<file path="config.mk">
export PLATFORM = sky130hd
export DESIGN_NAME = imu_frame_deframer_crc_core
export DESIGN_NICKNAME = d
export VERILOG_FILES = /design/src/rtl/core/imufd_pkg.sv /design/src/rtl/core/imu_frame_deframer_crc_core.sv /design/src/rtl/core/imufd_in_reg.sv /design/src/rtl/core/imufd_engine.sv /design/src/rtl/core/imufd_out_reg.sv
export SDC_FILE = /design/constraint.sdc
export NUM_CORES = 1
export LEC_CHECK = 0
export BUFFER_PORTS_ARGS = -buffer_cell sky130_fd_sc_hd__clkbuf_2
export CAP_MARGIN = 5
export CORE_UTILIZATION = 60
export DETAILED_ROUTE_END_ITERATION = 16
export HOLD_SLACK_MARGIN = 0.05
export PLACE_DENSITY_LB_ADDON = 0.2
export SETUP_SLACK_MARGIN = 0.1
export SYNTH_ARGS = -nofsm -noshare
export SYNTH_HDL_FRONTEND = slang
export SYNTH_SLANG_ARGS = --single-unit
</file>
<file path="constraint.sdc">
create_clock -name clk -period 6.8 [get_ports clk]
set_clock_uncertainty 0.15 [all_clocks]
set_input_delay 1.02 -clock clk [delete_from_list [all_inputs] [get_ports clk]]
set_output_delay 1.02 -clock clk [all_outputs]
set_load 0.01 [all_outputs]
</file>
<file path="src/rtl/core/imufd_pkg.sv">
// Shared types, constants and CRC functions for the IMU frame deframer.
package imufd_pkg;

    // Framing bytes.
    localparam logic [7:0] HEAD_BYTE = 8'hFC;
    localparam logic [7:0] END_BYTE  = 8'hFD;

    // CRC polynomials: reflected CRC-8 and MSB-first CRC-16.
    localparam logic [7:0]  CRC8_POLY  = 8'h8C;
    localparam logic [15:0] CRC16_POLY = 16'h1021;

    // Known frame types and the fixed payload lengths of some of them.
    localparam logic [7:0] TYPE_IMU    = 8'h40;
    localparam logic [7:0] TYPE_AHRS   = 8'h41;
    localparam logic [7:0] TYPE_INSGPS = 8'h42;
    localparam logic [7:0] TYPE_GROUND = 8'h5C;
    localparam logic [7:0] TYPE_RAW    = 8'hF0;
    localparam logic [7:0] TYPE_SYS    = 8'h50;
    localparam logic [7:0] LEN_IMU     = 8'h38;
    localparam logic [7:0] LEN_AHRS    = 8'h30;
    localparam logic [7:0] LEN_INSGPS  = 8'h48;
    localparam logic [7:0] LEN_GROUND  = 8'h20;

    // Number of header bytes after the head byte, less one.
    localparam logic [2:0] HDR_LAST = 3'd5;

    // Reset value of the gap limit register.
    localparam logic [15:0] GAP_LIMIT_RESET = 16'd20;

    // Input item kinds and result kinds.
    localparam logic KIND_BYTE    = 1'b0;
    localparam logic KIND_TICK    = 1'b1;
    localparam logic OUT_PAYLOAD  = 1'b0;
    localparam logic OUT_VERDICT  = 1'b1;

    // Frame verdict codes.
    typedef enum logic [2:0] {
        ST_OK      = 3'd0,
        ST_TYPE    = 3'd1,
        ST_LENGTH  = 3'd2,
        ST_HCRC    = 3'd3,
        ST_PCRC    = 3'd4,
        ST_END     = 3'd5,
        ST_TIMEOUT = 3'd6
    } status_t;

    // One input item.
    typedef struct packed {
        logic       kind;
        logic [7:0] rx_byte;
    } item_t;

    // One result item, with a flag that says whether the step produces it.
    typedef struct packed {
        logic       valid;
        logic       out_kind;
        logic [7:0] payload_byte;
        logic [7:0] byte_index;
        logic [7:0] frame_type;
        logic [7:0] frame_length;
        logic [7:0] frame_serial;
        status_t    status;
    } result_t;

    // Reflected CRC-8 over one byte, unrolled over its eight bits.
    function automatic logic [7:0] crc8_feed(input logic [7:0] c, input logic [7:0] b);
        logic [7:0] x;
        x = c ^ b;
        for (int i = 0; i < 8; i++)
        begin
            x = x[0] ? ((x >> 1) ^ CRC8_POLY) : (x >> 1);
        end
        return x;
    endfunction

    // MSB-first CRC-16 over one byte, unrolled over its eight bits.
    function automatic logic [15:0] crc16_feed(input logic [15:0] c, input logic [7:0] b);
        logic [15:0] x;
        x = c ^ {b, 8'h00};
        for (int i = 0; i < 8; i++)
        begin
            x = x[15] ? ({x[14:0], 1'b0} ^ CRC16_POLY) : {x[14:0], 1'b0};
        end
        return x;
    endfunction

    // True when the frame type is one that the link defines.
    function automatic logic type_known(input logic [7:0] t);
        return (t == TYPE_IMU) || (t == TYPE_AHRS) || (t == TYPE_INSGPS) ||
               (t == TYPE_GROUND) || (t == TYPE_RAW) || (t == TYPE_SYS);
    endfunction

    // True when the length suits the type; types without a fixed length take any.
    function automatic logic length_fits(input logic [7:0] t, input logic [7:0] n);
        logic ok;
        ok = 1'b1;
        if (t == TYPE_IMU)
        begin
            ok = (n == LEN_IMU);
        end
        else if (t == TYPE_AHRS)
        begin
            ok = (n == LEN_AHRS);
        end
        else if (t == TYPE_INSGPS)
        begin
            ok = (n == LEN_INSGPS);
        end
        else if (t == TYPE_GROUND)
        begin
            ok = (n == LEN_GROUND);
        end
        return ok;
    endfunction

endpackage

</file>
<file path="src/rtl/core/imu_frame_deframer_crc_core.sv">
// Top level of the IMU serial frame deframer with header CRC-8 and payload CRC-16.
//
//   Channel   Direction  Handshake             Payload
//   in        sink       in_valid / in_stall   kind, rx_byte
//   out       source     out_valid / out_stall out_kind, payload_byte, byte_index,
//                                              frame_type, frame_length, frame_serial, status
//   cfg       sink       cfg_valid / cfg_ready cfg_data (gap limit in ticks)
//
// One item is accepted per cycle while in_stall is low; its result is presented from the result register
// (the input register loads on the accepting edge, the result register when the item advances).
// The single-byte CRC-8/CRC-16 update lies between the two registers.
// Reset is asynchronous and active low; it clears the frame state and sets the gap limit to 20.
// A result held by out_stall stalls the input only when the waiting item would produce a result.
// The configuration port is always ready.
module imu_frame_deframer_crc_core
(
    input  logic        clk,
    input  logic        rst_n,
    input  logic        in_valid,
    output logic        in_stall,
    input  logic        kind,
    input  logic [7:0]  rx_byte,
    output logic        out_valid,
    input  logic        out_stall,
    output logic        out_kind,
    output logic [7:0]  payload_byte,
    output logic [7:0]  byte_index,
    output logic [7:0]  frame_type,
    output logic [7:0]  frame_length,
    output logic [7:0]  frame_serial,
    output logic [2:0]  status,
    input  logic        cfg_valid,
    output logic        cfg_ready,
    input  logic [15:0] cfg_data
);

    logic               cfg_write;
    logic [15:0]        gap_limit_reg;
    imufd_pkg::item_t   in_item;
    imufd_pkg::item_t   item;
    imufd_pkg::result_t res;
    imufd_pkg::result_t res_out;
    logic               in_full;
    logic               out_free;
    logic               advance;

    // Gap limit register, written by a configuration transaction.
    assign cfg_ready = 1'b1;
    assign cfg_write = cfg_valid && cfg_ready;

    always_ff @(posedge clk or negedge rst_n)
    begin
        if (!rst_n)
        begin
            gap_limit_reg <= imufd_pkg::GAP_LIMIT_RESET;
        end
        else if (cfg_write)
        begin
            gap_limit_reg <= cfg_data;
        end
    end

    // An item moves on when it yields no result or the result register has room.
    assign advance = in_full && (!res.valid || out_free);

    assign in_item.kind    = kind;
    assign in_item.rx_byte = rx_byte;

    imufd_in_reg u_in_reg
    (
        .clk      (clk),
        .rst_n    (rst_n),
        .in_valid (in_valid),
        .in_stall (in_stall),
        .in_item  (in_item),
        .advance  (advance),
        .full     (in_full),
        .item     (item)
    );

    imufd_engine u_engine
    (
        .clk       (clk),
        .rst_n     (rst_n),
        .step_en   (advance),
        .item      (item),
        .gap_limit (gap_limit_reg),
        .res       (res)
    );

    imufd_out_reg u_out_reg
    (
        .clk       (clk),
        .rst_n     (rst_n),
        .load      (advance && res.valid),
        .res_in    (res),
        .out_stall (out_stall),
        .out_valid (out_valid),
        .free      (out_free),
        .res_out   (res_out)
    );

    // Result fields onto their ports.
    assign out_kind     = res_out.out_kind;
    assign payload_byte = res_out.payload_byte;
    assign byte_index   = res_out.byte_index;
    assign frame_type   = res_out.frame_type;
    assign frame_length = res_out.frame_length;
    assign frame_serial = res_out.frame_serial;
    assign status       = 3'(res_out.status);

endmodule

</file>
<file path="src/rtl/core/imufd_in_reg.sv">
// Input register: holds one accepted item until the engine takes it.
module imufd_in_reg
(
    input  logic              clk,
    input  logic              rst_n,
    input  logic              in_valid,
    output logic              in_stall,
    input  imufd_pkg::item_t  in_item,
    input  logic              advance,
    output logic              full,
    output imufd_pkg::item_t  item
);

    logic             full_reg;
    logic             full_next;
    imufd_pkg::item_t item_reg;
    logic             load;

    // The register refuses a new transaction only while its item cannot move on.
    assign in_stall = full_reg && !advance;
    assign load     = in_valid && !in_stall;

    // Occupancy follows loads and departures.
    always_comb
    begin
        full_next = full_reg;
        if (load)
        begin
            full_next = 1'b1;
        end
        else if (advance)
        begin
            full_next = 1'b0;
        end
    end

    always_ff @(posedge clk or negedge rst_n)
    begin
        if (!rst_n)
        begin
            full_reg <= 1'b0;
        end
        else
        begin
            full_reg <= full_next;
        end
    end

    // Payload capture needs no reset.
    always_ff @(posedge clk)
    begin
        if (load)
        begin
            item_reg <= in_item;
        end
    end

    assign full = full_reg;
    assign item = item_reg;

endmodule

</file>
<file path="src/rtl/core/imufd_engine.sv">
// Deframing engine: frame state, CRC accumulation, checks and result forming.
module imufd_engine
(
    input  logic                clk,
    input  logic                rst_n,
    input  logic                step_en,
    input  imufd_pkg::item_t    item,
    input  logic [15:0]         gap_limit,
    output imufd_pkg::result_t  res
);

    typedef enum logic [1:0] {
        PH_HUNT    = 2'd0,
        PH_HEADER  = 2'd1,
        PH_PAYLOAD = 2'd2
    } phase_t;

    phase_t       phase_reg,         phase_next;
    logic [2:0]   header_count_reg,  header_count_next;
    logic [7:0]   hdr_type_reg,      hdr_type_next;
    logic [7:0]   hdr_length_reg,    hdr_length_next;
    logic [7:0]   hdr_serial_reg,    hdr_serial_next;
    logic [7:0]   hdr_check8_reg,    hdr_check8_next;
    logic [15:0]  hdr_check16_reg,   hdr_check16_next;
    logic [7:0]   run_crc8_reg,      run_crc8_next;
    logic [15:0]  run_crc16_reg,     run_crc16_next;
    logic [7:0]   payload_count_reg, payload_count_next;
    logic [15:0]  gap_count_reg,     gap_count_next;

    logic                in_frame;
    logic [15:0]         limit;
    logic [7:0]          b;
    logic                verdict_hit;
    imufd_pkg::status_t  verdict_code;

    assign in_frame = (phase_reg == PH_HEADER) || (phase_reg == PH_PAYLOAD);
    assign limit    = (gap_limit == 16'd0) ? 16'd1 : gap_limit;
    assign b        = item.rx_byte;

    // Next state and result for the item in the input register.
    always_comb
    begin
        phase_next         = phase_reg;
        header_count_next  = header_count_reg;
        hdr_type_next      = hdr_type_reg;
        hdr_length_next    = hdr_length_reg;
        hdr_serial_next    = hdr_serial_reg;
        hdr_check8_next    = hdr_check8_reg;
        hdr_check16_next   = hdr_check16_reg;
        run_crc8_next      = run_crc8_reg;
        run_crc16_next     = run_crc16_reg;
        payload_count_next = payload_count_reg;
        gap_count_next     = gap_count_reg;
        verdict_hit        = 1'b0;
        verdict_code       = imufd_pkg::ST_OK;
        res                = '0;

        if (item.kind == imufd_pkg::KIND_TICK)
        begin
            // Ticks count towards the gap limit only inside a frame.
            if (in_frame)
            begin
                gap_count_next = gap_count_reg + 16'd1;
                if (gap_count_next >= limit)
                begin
                    verdict_hit  = 1'b1;
                    verdict_code = imufd_pkg::ST_TIMEOUT;
                end
            end
        end
        else
        begin
            gap_count_next = '0;
            case (phase_reg)
                PH_HEADER:
                begin
                    case (header_count_reg)
                        3'd0:
                        begin
                            hdr_type_next = b;
                            run_crc8_next = imufd_pkg::crc8_feed(run_crc8_reg, b);
                        end
                        3'd1:
                        begin
                            hdr_length_next = b;
                            run_crc8_next   = imufd_pkg::crc8_feed(run_crc8_reg, b);
                        end
                        3'd2:
                        begin
                            hdr_serial_next = b;
                            run_crc8_next   = imufd_pkg::crc8_feed(run_crc8_reg, b);
                        end
                        3'd3:    hdr_check8_next  = b;
                        3'd4:    hdr_check16_next = {b, 8'h00};
                        default: hdr_check16_next = hdr_check16_reg | {8'h00, b};
                    endcase

                    // The last header byte triggers the three header checks in turn.
                    if (header_count_reg < imufd_pkg::HDR_LAST)
                    begin
                        header_count_next = header_count_reg + 3'd1;
                    end
                    else if (!imufd_pkg::type_known(hdr_type_reg))
                    begin
                        verdict_hit  = 1'b1;
                        verdict_code = imufd_pkg::ST_TYPE;
                    end
                    else if (!imufd_pkg::length_fits(hdr_type_reg, hdr_length_reg))
                    begin
                        verdict_hit  = 1'b1;
                        verdict_code = imufd_pkg::ST_LENGTH;
                    end
                    else if (run_crc8_reg != hdr_check8_reg)
                    begin
                        verdict_hit  = 1'b1;
                        verdict_code = imufd_pkg::ST_HCRC;
                    end
                    else
                    begin
                        phase_next         = PH_PAYLOAD;
                        payload_count_next = '0;
                        run_crc16_next     = '0;
                    end
                end
                PH_PAYLOAD:
                begin
                    if (payload_count_reg < hdr_length_reg)
                    begin
                        // Payload byte: pass it on with its index.
                        res.valid          = 1'b1;
                        res.out_kind       = imufd_pkg::OUT_PAYLOAD;
                        res.payload_byte   = b;
                        res.byte_index     = payload_count_reg;
                        run_crc16_next     = imufd_pkg::crc16_feed(run_crc16_reg, b);
                        payload_count_next = payload_count_reg + 8'd1;
                    end
                    else if (run_crc16_reg != hdr_check16_reg)
                    begin
                        verdict_hit  = 1'b1;
                        verdict_code = imufd_pkg::ST_PCRC;
                    end
                    else if (b != imufd_pkg::END_BYTE)
                    begin
                        verdict_hit  = 1'b1;
                        verdict_code = imufd_pkg::ST_END;
                    end
                    else
                    begin
                        verdict_hit  = 1'b1;
                        verdict_code = imufd_pkg::ST_OK;
                    end
                end
                default:
                begin
                    // Hunting, and any unused phase code: wait for the head byte.
                    if (b == imufd_pkg::HEAD_BYTE)
                    begin
                        phase_next         = PH_HEADER;
                        header_count_next  = '0;
                        hdr_type_next      = '0;
                        hdr_length_next    = '0;
                        hdr_serial_next    = '0;
                        hdr_check8_next    = '0;
                        hdr_check16_next   = '0;
                        run_crc8_next      = imufd_pkg::crc8_feed(8'h00, b);
                        run_crc16_next     = '0;
                        payload_count_next = '0;
                    end
                    else
                    begin
                        phase_next = PH_HUNT;
                    end
                end
            endcase
        end

        // A verdict ends the frame and returns to hunting.
        if (verdict_hit)
        begin
            res.valid          = 1'b1;
            res.out_kind       = imufd_pkg::OUT_VERDICT;
            res.payload_byte   = '0;
            res.byte_index     = '0;
            res.status         = verdict_code;
            phase_next         = PH_HUNT;
            header_count_next  = '0;
            payload_count_next = '0;
            gap_count_next     = '0;
        end

        res.frame_type   = hdr_type_next;
        res.frame_length = hdr_length_next;
        res.frame_serial = hdr_serial_next;
    end

    // Frame state advances only when the item leaves the input register.
    always_ff @(posedge clk or negedge rst_n)
    begin
        if (!rst_n)
        begin
            phase_reg         <= PH_HUNT;
            header_count_reg  <= '0;
            hdr_type_reg      <= '0;
            hdr_length_reg    <= '0;
            hdr_serial_reg    <= '0;
            hdr_check8_reg    <= '0;
            hdr_check16_reg   <= '0;
            run_crc8_reg      <= '0;
            run_crc16_reg     <= '0;
            payload_count_reg <= '0;
            gap_count_reg     <= '0;
        end
        else if (step_en)
        begin
            phase_reg         <= phase_next;
            header_count_reg  <= header_count_next;
            hdr_type_reg      <= hdr_type_next;
            hdr_length_reg    <= hdr_length_next;
            hdr_serial_reg    <= hdr_serial_next;
            hdr_check8_reg    <= hdr_check8_next;
            hdr_check16_reg   <= hdr_check16_next;
            run_crc8_reg      <= run_crc8_next;
            run_crc16_reg     <= run_crc16_next;
            payload_count_reg <= payload_count_next;
            gap_count_reg     <= gap_count_next;
        end
    end

    // The payload counter never runs past the header length.
    assert property (@(posedge clk) disable iff (!rst_n)
        (phase_reg == PH_PAYLOAD) |-> (payload_count_reg <= hdr_length_reg))
        else $error("payload count beyond frame length");

    // No gap is counted while hunting.
    assert property (@(posedge clk) disable iff (!rst_n)
        (phase_reg == PH_HUNT) |-> (gap_count_reg == 16'd0))
        else $error("gap count running outside a frame");

    // A taken verdict always sends the engine back to hunting.
    assert property (@(posedge clk) disable iff (!rst_n)
        (step_en && res.valid && (res.out_kind == imufd_pkg::OUT_VERDICT))
        |=> (phase_reg == PH_HUNT))
        else $error("verdict did not end the frame");

    // The header counter stays within the header.
    assert property (@(posedge clk) disable iff (!rst_n)
        header_count_reg <= imufd_pkg::HDR_LAST)
        else $error("header count out of range");

endmodule

</file>
<file path="src/rtl/core/imufd_out_reg.sv">
// Result register: holds one result until the downstream side takes it.
module imufd_out_reg
(
    input  logic                clk,
    input  logic                rst_n,
    input  logic                load,
    input  imufd_pkg::result_t  res_in,
    input  logic                out_stall,
    output logic                out_valid,
    output logic                free,
    output imufd_pkg::result_t  res_out
);

    logic               valid_reg;
    logic               valid_next;
    imufd_pkg::result_t res_reg;

    // Space exists when empty or when the held result leaves this cycle.
    assign free = !valid_reg || !out_stall;

    always_comb
    begin
        valid_next = valid_reg;
        if (load)
        begin
            valid_next = 1'b1;
        end
        else if (valid_reg && !out_stall)
        begin
            valid_next = 1'b0;
        end
    end

    always_ff @(posedge clk or negedge rst_n)
    begin
        if (!rst_n)
        begin
            valid_reg <= 1'b0;
        end
        else
        begin
            valid_reg <= valid_next;
        end
    end

    // Result payload capture needs no reset.
    always_ff @(posedge clk)
    begin
        if (load)
        begin
            res_reg <= res_in;
        end
    end

    assign out_valid = valid_reg;
    assign res_out   = res_reg;

endmodule
</file>
### After elaboration in Yosys (flattened, before gate mapping)

Cells that the tools add are included.

| word-level totals | value |
|---|---|
| register bits after elaboration | 172 |
| input port bits | 30 |
| output and inout port bits | 47 |

| cells by class | value |
|---|---|
| $add $sub $neg | 3 |
| $lt $le $gt $ge | 3 |
| bitwise operators | 30 |
| reductions and logical operators | 37 |
| multiplexer cells | 112 |
| equality and inequality tests | 37 |

Operators with widths:

| cell | number |
|---|---|
| $mux W8 | 36 |
| $mux W16 | 10 |
| $mux W13 | 8 |
| $pmux W16 S2 | 3 |
| $pmux W8 S2 | 6 |
| $mux W18 | 4 |
| $eq A8 B7 Y1 const B | 6 |
| $not A2 Y3 | 16 |
| $mux W3 | 13 |
| $eq A8 B6 Y1 const B | 3 |
| $not A3 Y3 | 8 |
| $mux W1 | 21 |
| $reduce_and A5 Y1 | 4 |
| $ne A3 B2 Y1 const B | 6 |
| $add A16 B1 Y16 const B | 1 |
| $eq A8 B8 Y1 const B | 2 |
| $ge A16 B16 Y1 | 1 |
| $logic_not A16 Y1 | 1 |
| $ne A16 B16 Y1 | 1 |
| $ne A2 B2 Y1 const B | 8 |
| $or A16 B8 Y16 | 1 |
| $reduce_and A8 Y1 | 2 |
| $xor A16 B16 Y16 | 1 |
| $mux W2 | 7 |
| other kinds (29) | 53 |

### Longest topological paths before layout

| logic depth | value |
|---|---|
| depth in word-level cells | 24 |
| mapped depth | 19 |

### Hierarchy

Synthesis repeated with hierarchy kept, for this count alone.

| unflattened totals | value |
|---|---|
| cell total of the unflattened synthesis | 847 |
| area total of the unflattened synthesis | 9130.0 um^2 |

Modules (own cells, without submodules):

| module | sequential area each (um^2) | cells an instance | area an instance (um^2) | times used |
|---|---|---|---|---|
| imufd_engine | 2527.4 | 746 | 6734.0 | 1 |
| imufd_out_reg | 1376.3 | 48 | 1387.6 | 1 |
| imu_frame_deframer_crc_core | 402.9 | 39 | 680.7 | 1 |
| imufd_in_reg | 295.3 | 14 | 327.8 | 1 |

### Worst setup path after synthesis

No wires, ideal clock.

| timing path | value |
|---|---|
| path type | reg-to-reg |
| start | reg u_engine.gap_count_reg[2] |
| end | reg u_out_reg.res_reg (netlist bit u_out_reg.res_out[0]), enable pin |
| setup time | 446 ps |
| data arrival time | 5315 ps |
| setup slack | 890 ps |
| required time | 6204 ps |
| cell stages (with the launch flop) | 17 |
| clock period less this slack | 5910 ps |
| path through | dfrtp_1 nand3_1 nor2_1 nand4_1 or2_2 nor3_1 xor2_1 ha_1 a21oi_1 o21ai_0 o211a_1 clkbuf_1 o31a_1 buf_2 clkbuf_1 clkbuf_1 nor2_1 |

| on the way | value |
|---|---|
| word-level cells in the longest chain between the ends | 10 |

Ends and longest elaborated chain:

| element | RTL line | source |
|---|---|---|
| from (decl) | imufd_engine.sv:28 | `logic [15:0] gap_count_reg, gap_count_next;` |
| from (signal assigned) | imufd_engine.sv:225 | `gap_count_reg <= gap_count_next;` |
| $add A16 B1 Y16 * | imufd_engine.sv:63 | `gap_count_next = gap_count_reg + 16'd1;` |
| $ge A16 B16 Y1 * | imufd_engine.sv:64 | `if (gap_count_next >= limit)` |
| $mux W1 * | imufd_engine.sv:64 |  |
| $mux W1 * | imufd_engine.sv:61 | `if (in_frame)` |
| $mux W1 * | imufd_engine.sv:58 | `if (item.kind == imufd_pkg::KIND_TICK)` |
| $mux W18 * | imufd_engine.sv:178 | `if (verdict_hit)` |
| $logic_not A1 Y1 | imu_frame_deframer_crc_core.sv:64 | `assign advance = in_full && (!res.valid \|\| out_free);` |
| $logic_or A1 B1 Y1 | imu_frame_deframer_crc_core.sv:64 |  |
| $logic_and A1 B1 Y1 | imu_frame_deframer_crc_core.sv:64 |  |
| $logic_and A1 B1 Y1 * | imu_frame_deframer_crc_core.sv:95 | `.load (advance && res.valid),` |
| via u_out_reg.load | imufd_out_reg.sv:6 | `input logic load,` |
| to (signal assigned) | imufd_out_reg.sv:51 | `res_reg <= res_in;` |
| to (decl) | imufd_out_reg.sv:16 | `imufd_pkg::result_t res_reg;` |

The timed path passes the listed nets; every way through them passes the cells marked *.
A chain may end at the register's enable or synchronous reset.

### Worst setup path in the final report

| timing path | value |
|---|---|
| start | reg u_engine.gap_count_reg[2] |
| end | out in_stall |

| on the way | value |
|---|---|
| word-level cells in the longest chain between the ends | 11 |

Ends and longest elaborated chain:

| element | RTL line | source |
|---|---|---|
| $add A16 B1 Y16 | imufd_engine.sv:63 |  |
| $ge A16 B16 Y1 | imufd_engine.sv:64 |  |
| $mux W1 | imufd_engine.sv:64 |  |
| $mux W1 | imufd_engine.sv:61 |  |
| $mux W1 | imufd_engine.sv:58 |  |
| $mux W18 | imufd_engine.sv:178 |  |
| $logic_not A1 Y1 | imu_frame_deframer_crc_core.sv:64 |  |
| $logic_or A1 B1 Y1 | imu_frame_deframer_crc_core.sv:64 |  |
| $logic_and A1 B1 Y1 | imu_frame_deframer_crc_core.sv:64 |  |
| $logic_not A1 Y1 | imufd_in_reg.sv:20 | `assign in_stall = full_reg && !advance;` |
| $logic_and A1 B1 Y1 | imufd_in_reg.sv:20 |  |
| to (decl) | imu_frame_deframer_crc_core.sv:20 | `output logic in_stall,` |

Every way passes these cells.

==> impl_metrics.json <==
{
  "area_delta_synth_final_pct": 11.1,
  "numPortBuffers": 75,
  "post-route-cell-area_sq_um": 10600,
  "fp-row-count": 45,
  "postCtsResizedCells": 0,
  "start_util": 0.620,
  "seqCellArea_sq_um": 4570,
  "clock.fmax_mhz": 194,
  "synth.largest_area_cell": "dfrtp_1",
  "status": "completed",
  "hold_class": "reg2reg",
  "clkPwrFrac": 0.291,
  "synth-seq-cells": 172,
  "peakVddDrop_uv": 248,
  "final_common_cell": "nand2_1",
  "synth.avg_cell_area_sq_um": 9.54,
  "die_area_sq_um": 16400,
  "crit_start": "u_engine.gap_count_reg[2]",
  "ys_warn_count": 0,
  "grt_pass1_vias": 7194,
  "fin_crit_ns": 5.15,
  "timing.rr.start": "u_engine.gap_count_reg[2]",
  "largest_register_ffs": 44,
  "drtIter0Drc": 647,
  "multiInputGateArea_sq_um": 4460,
  "rrSetupSlack_ns": 1.93,
  "insertion_delay_ns": 0.43,
  "postRouteAntennaNets": 0,
  "syn_nets": 1061,
  "p_leak_uw": 0.00470,
  "max-slew-margin-rel": 0.355,
  "setup_tns_ns": 0,
  "drc": 0,
  "fill_cells": 1206,
  "netlist_area_sq_um": 9530,
  "rsz0062_at_grt": "no",
  "grt.total_usage": 0.287,
  "synth-async-reset-ratio": 0.692,
  "via_count": 7383,
  "instances_no_fill": 1269,
  "yosys_most_used_dff": "dfrtp_1",
  "timing.rr.end": "u_engine.hdr_check16_reg[10]",
  "synth_top_area_frac": 0.307,
  "cts_setup_buffers": 0,
  "wl_um": 22000,
  "tightestPinTransition_ns": 0.965,
  "coreArea_sq_um": 15400,
  "cts_max_level": 4,
  "synth_edf_count": 53,
  "cp_data_arrival_time_ns": 3.98,
  "cts_buffer_depth": 2,
  "post-route-period-util": 0.758,
  "via_per_inst": 5.82,
  "placed_area_sq_um": 10000,
  "cts_buffers": 17,
  "start_kind": "flip-flop",
  "p_switching_uw": 1030,
  "pre_cts_slack_ns": 2.10,
  "place_congestion": 0.863,
  "p_int_uw": 2160,
  "cts_root_buf": "clkbuf_16",
  "antenna_found_initial": 0,
  "synth_cells": 999,
  "powerDensity_nw_per_um2": 302,
  "drive_above_1_share": 0.124,
  "hpwl_um": 14800,
  "n_antenna_cell": 0,
  "required_ns": 5.63,
  "cts_num_sinks": 172,
  "grt_max_degree": 69,
  "final_max_slew_viol_count": 0,
  "setup_viol": 0,
  "grt_pass1_wl_um": 36200,
  "mostFrequentLayoutCells": "128 x nand2_1, 117 x dfrtp_1, 95 x nor2_1, 74 x o21ai_0, 74 x clkbuf_2",
  "io_pins": 77,
  "first_pass_iters": 5,
  "die_w_um": 128,
  "place_inst": 1236,
  "path_clk_slew_ns": 0.06,
  "seqPwrFrac": 0.459,
  "p_sw_frac": 0.323,
  "worst-path-max-fanout": 11,
  "yosysSeqAreaShare": 0.480,
  "cts_tree": "yes",
  "ff2ff_path_depth": 14,
  "crit_type": "reg2out",
  "wire_per_inst_um": 17.4,
  "nets": 1107,
  "synth_cell_types": 64,
  "crit_end": "in_stall",
  "cp-end-kind": "primary output",
  "combPwrFrac": 0.250,
  "synth_area_leaders": "dfrtp_1 31%, edfxtp_1 17%, xnor2_1 6.7%",
  "grt_overflow": 0,
  "worst_slack_ns": 1.65,
  "finalHoldViolCount": 0,
  "hold_buffers": 0,
  "maxCapViolations": 0,
  "fp.dieH_um": 128
}
## through the flow
stage / hold slack [ns] / total power, uW / utilization
3_5_place_dp: 0.346 / 2260 / 0.651
3_3_place_gp: 0.336 / 2230 / 0.651
4_1_cts: 0.363 / 3200 / 0.687
5_1_grt: 0.384 / 3370 / 0.689
6_report: 0.360 / 3190 / 0.689
2_1_floorplan: 0.318 / 2060 / -
## area by class of cell
class                   count  area share
clock inverters            11     0.00981
clock buffers              21      0.0426
well taps                 211      0.0249
inverters                  73      0.0259
repair buffers             84      0.0440
multi-input cells         697       0.421
flip-flops and latches    172       0.432
## Yosys cell counts (4+ instances only)
| cell type | number |
|---|---|
| nand3_1 | 14 |
| mux2i_1 | 33 |
| a31oi_1 | 13 |
| buf_2 | 8 |
| nand2b_1 | 4 |
| and3_1 | 8 |
| nor2_1 | 96 |
| xor2_1 | 20 |
| ha_1 | 32 |
| a22o_1 | 5 |
| o21ai_0 | 74 |
| a21o_1 | 4 |
| dfrtp_1 | 117 |
| a211oi_1 | 5 |
| edfxtp_1 | 53 |
| and2_1 | 18 |
| nor4b_1 | 8 |
| nand2_1 | 128 |
| o41a_1 | 4 |
| a21oi_1 | 21 |
| nor4_1 | 6 |
| a211o_1 | 4 |
| a22oi_1 | 24 |
| inv_1 | 73 |
| clkbuf_1 | 43 |
| a31o_2 | 6 |
| nor3_1 | 15 |
| xnor2_1 | 73 |
| nor2b_1 | 12 |
| nand4_1 | 30 |
## worst max-delay path: stages (launching register included)
cell	delay (ns)
dfrtp_1	0.40
nand3_1	0.12
nor2_1	0.21
nand4_1	0.20
or2_2	0.38
xnor2_1	0.16
ha_1	0.31
nand4_1	0.12
a211oi_1	0.22
o41ai_1	0.10
a21oi_1	0.23
o211a_1	0.43
nor2_1	0.15
a21oi_1	0.31
clkbuf_2	0.20
## cell families after synthesis
| logic type | synth area share |
|---|---|
| muxes | 0.0382 |
| DFF | 0.480 |
| and+or+nand+nor | 0.179 |
| AOI/OAI and AO/OA | 0.122 |
| other | 0.000393 |
| adders and majority gates | 0.0420 |
| buffers and inverters | 0.0538 |
| xor gates and xnor gates | 0.0855 |
## power by group through the flow
stage	Combinational, uW	Clock (uW)	Sequential, uW
3_5_place_dp	787	0	1470
5_1_grt	905	975	1490
6_report	799	929	1460
3_3_place_gp	760	0	1470
4_1_cts	801	937	1460
2_1_floorplan	660	0	1400
## per-layer routing
layer | up-vias | global-route usage | wire length, um
met1 | 3558 | 0.383 | 9670
met5 | - | 0 | 0
li1 | 3534 | - | -
met4 | 0 | 0.106 | 673
met2 | 238 | 0.469 | 10600
met3 | 53 | 0.0526 | 1060
## worst min path at each step
stage                                    start  cells after the start                    endpoint  slack, ns
global placement     u_engine.gap_count_reg[5]                      2   u_engine.gap_count_reg[5]       0.34
floorplan           u_engine.gap_count_reg[14]                      2  u_engine.gap_count_reg[14]       0.32
global route                  gap_limit_reg[0]                      1            gap_limit_reg[0]       0.38
finish               u_engine.gap_count_reg[5]                      2   u_engine.gap_count_reg[5]       0.36
detailed placement   u_engine.gap_count_reg[5]                      2   u_engine.gap_count_reg[5]       0.35
CTS                  u_engine.gap_count_reg[5]                      2   u_engine.gap_count_reg[5]       0.36
Power figures use the tool's default switching activity.
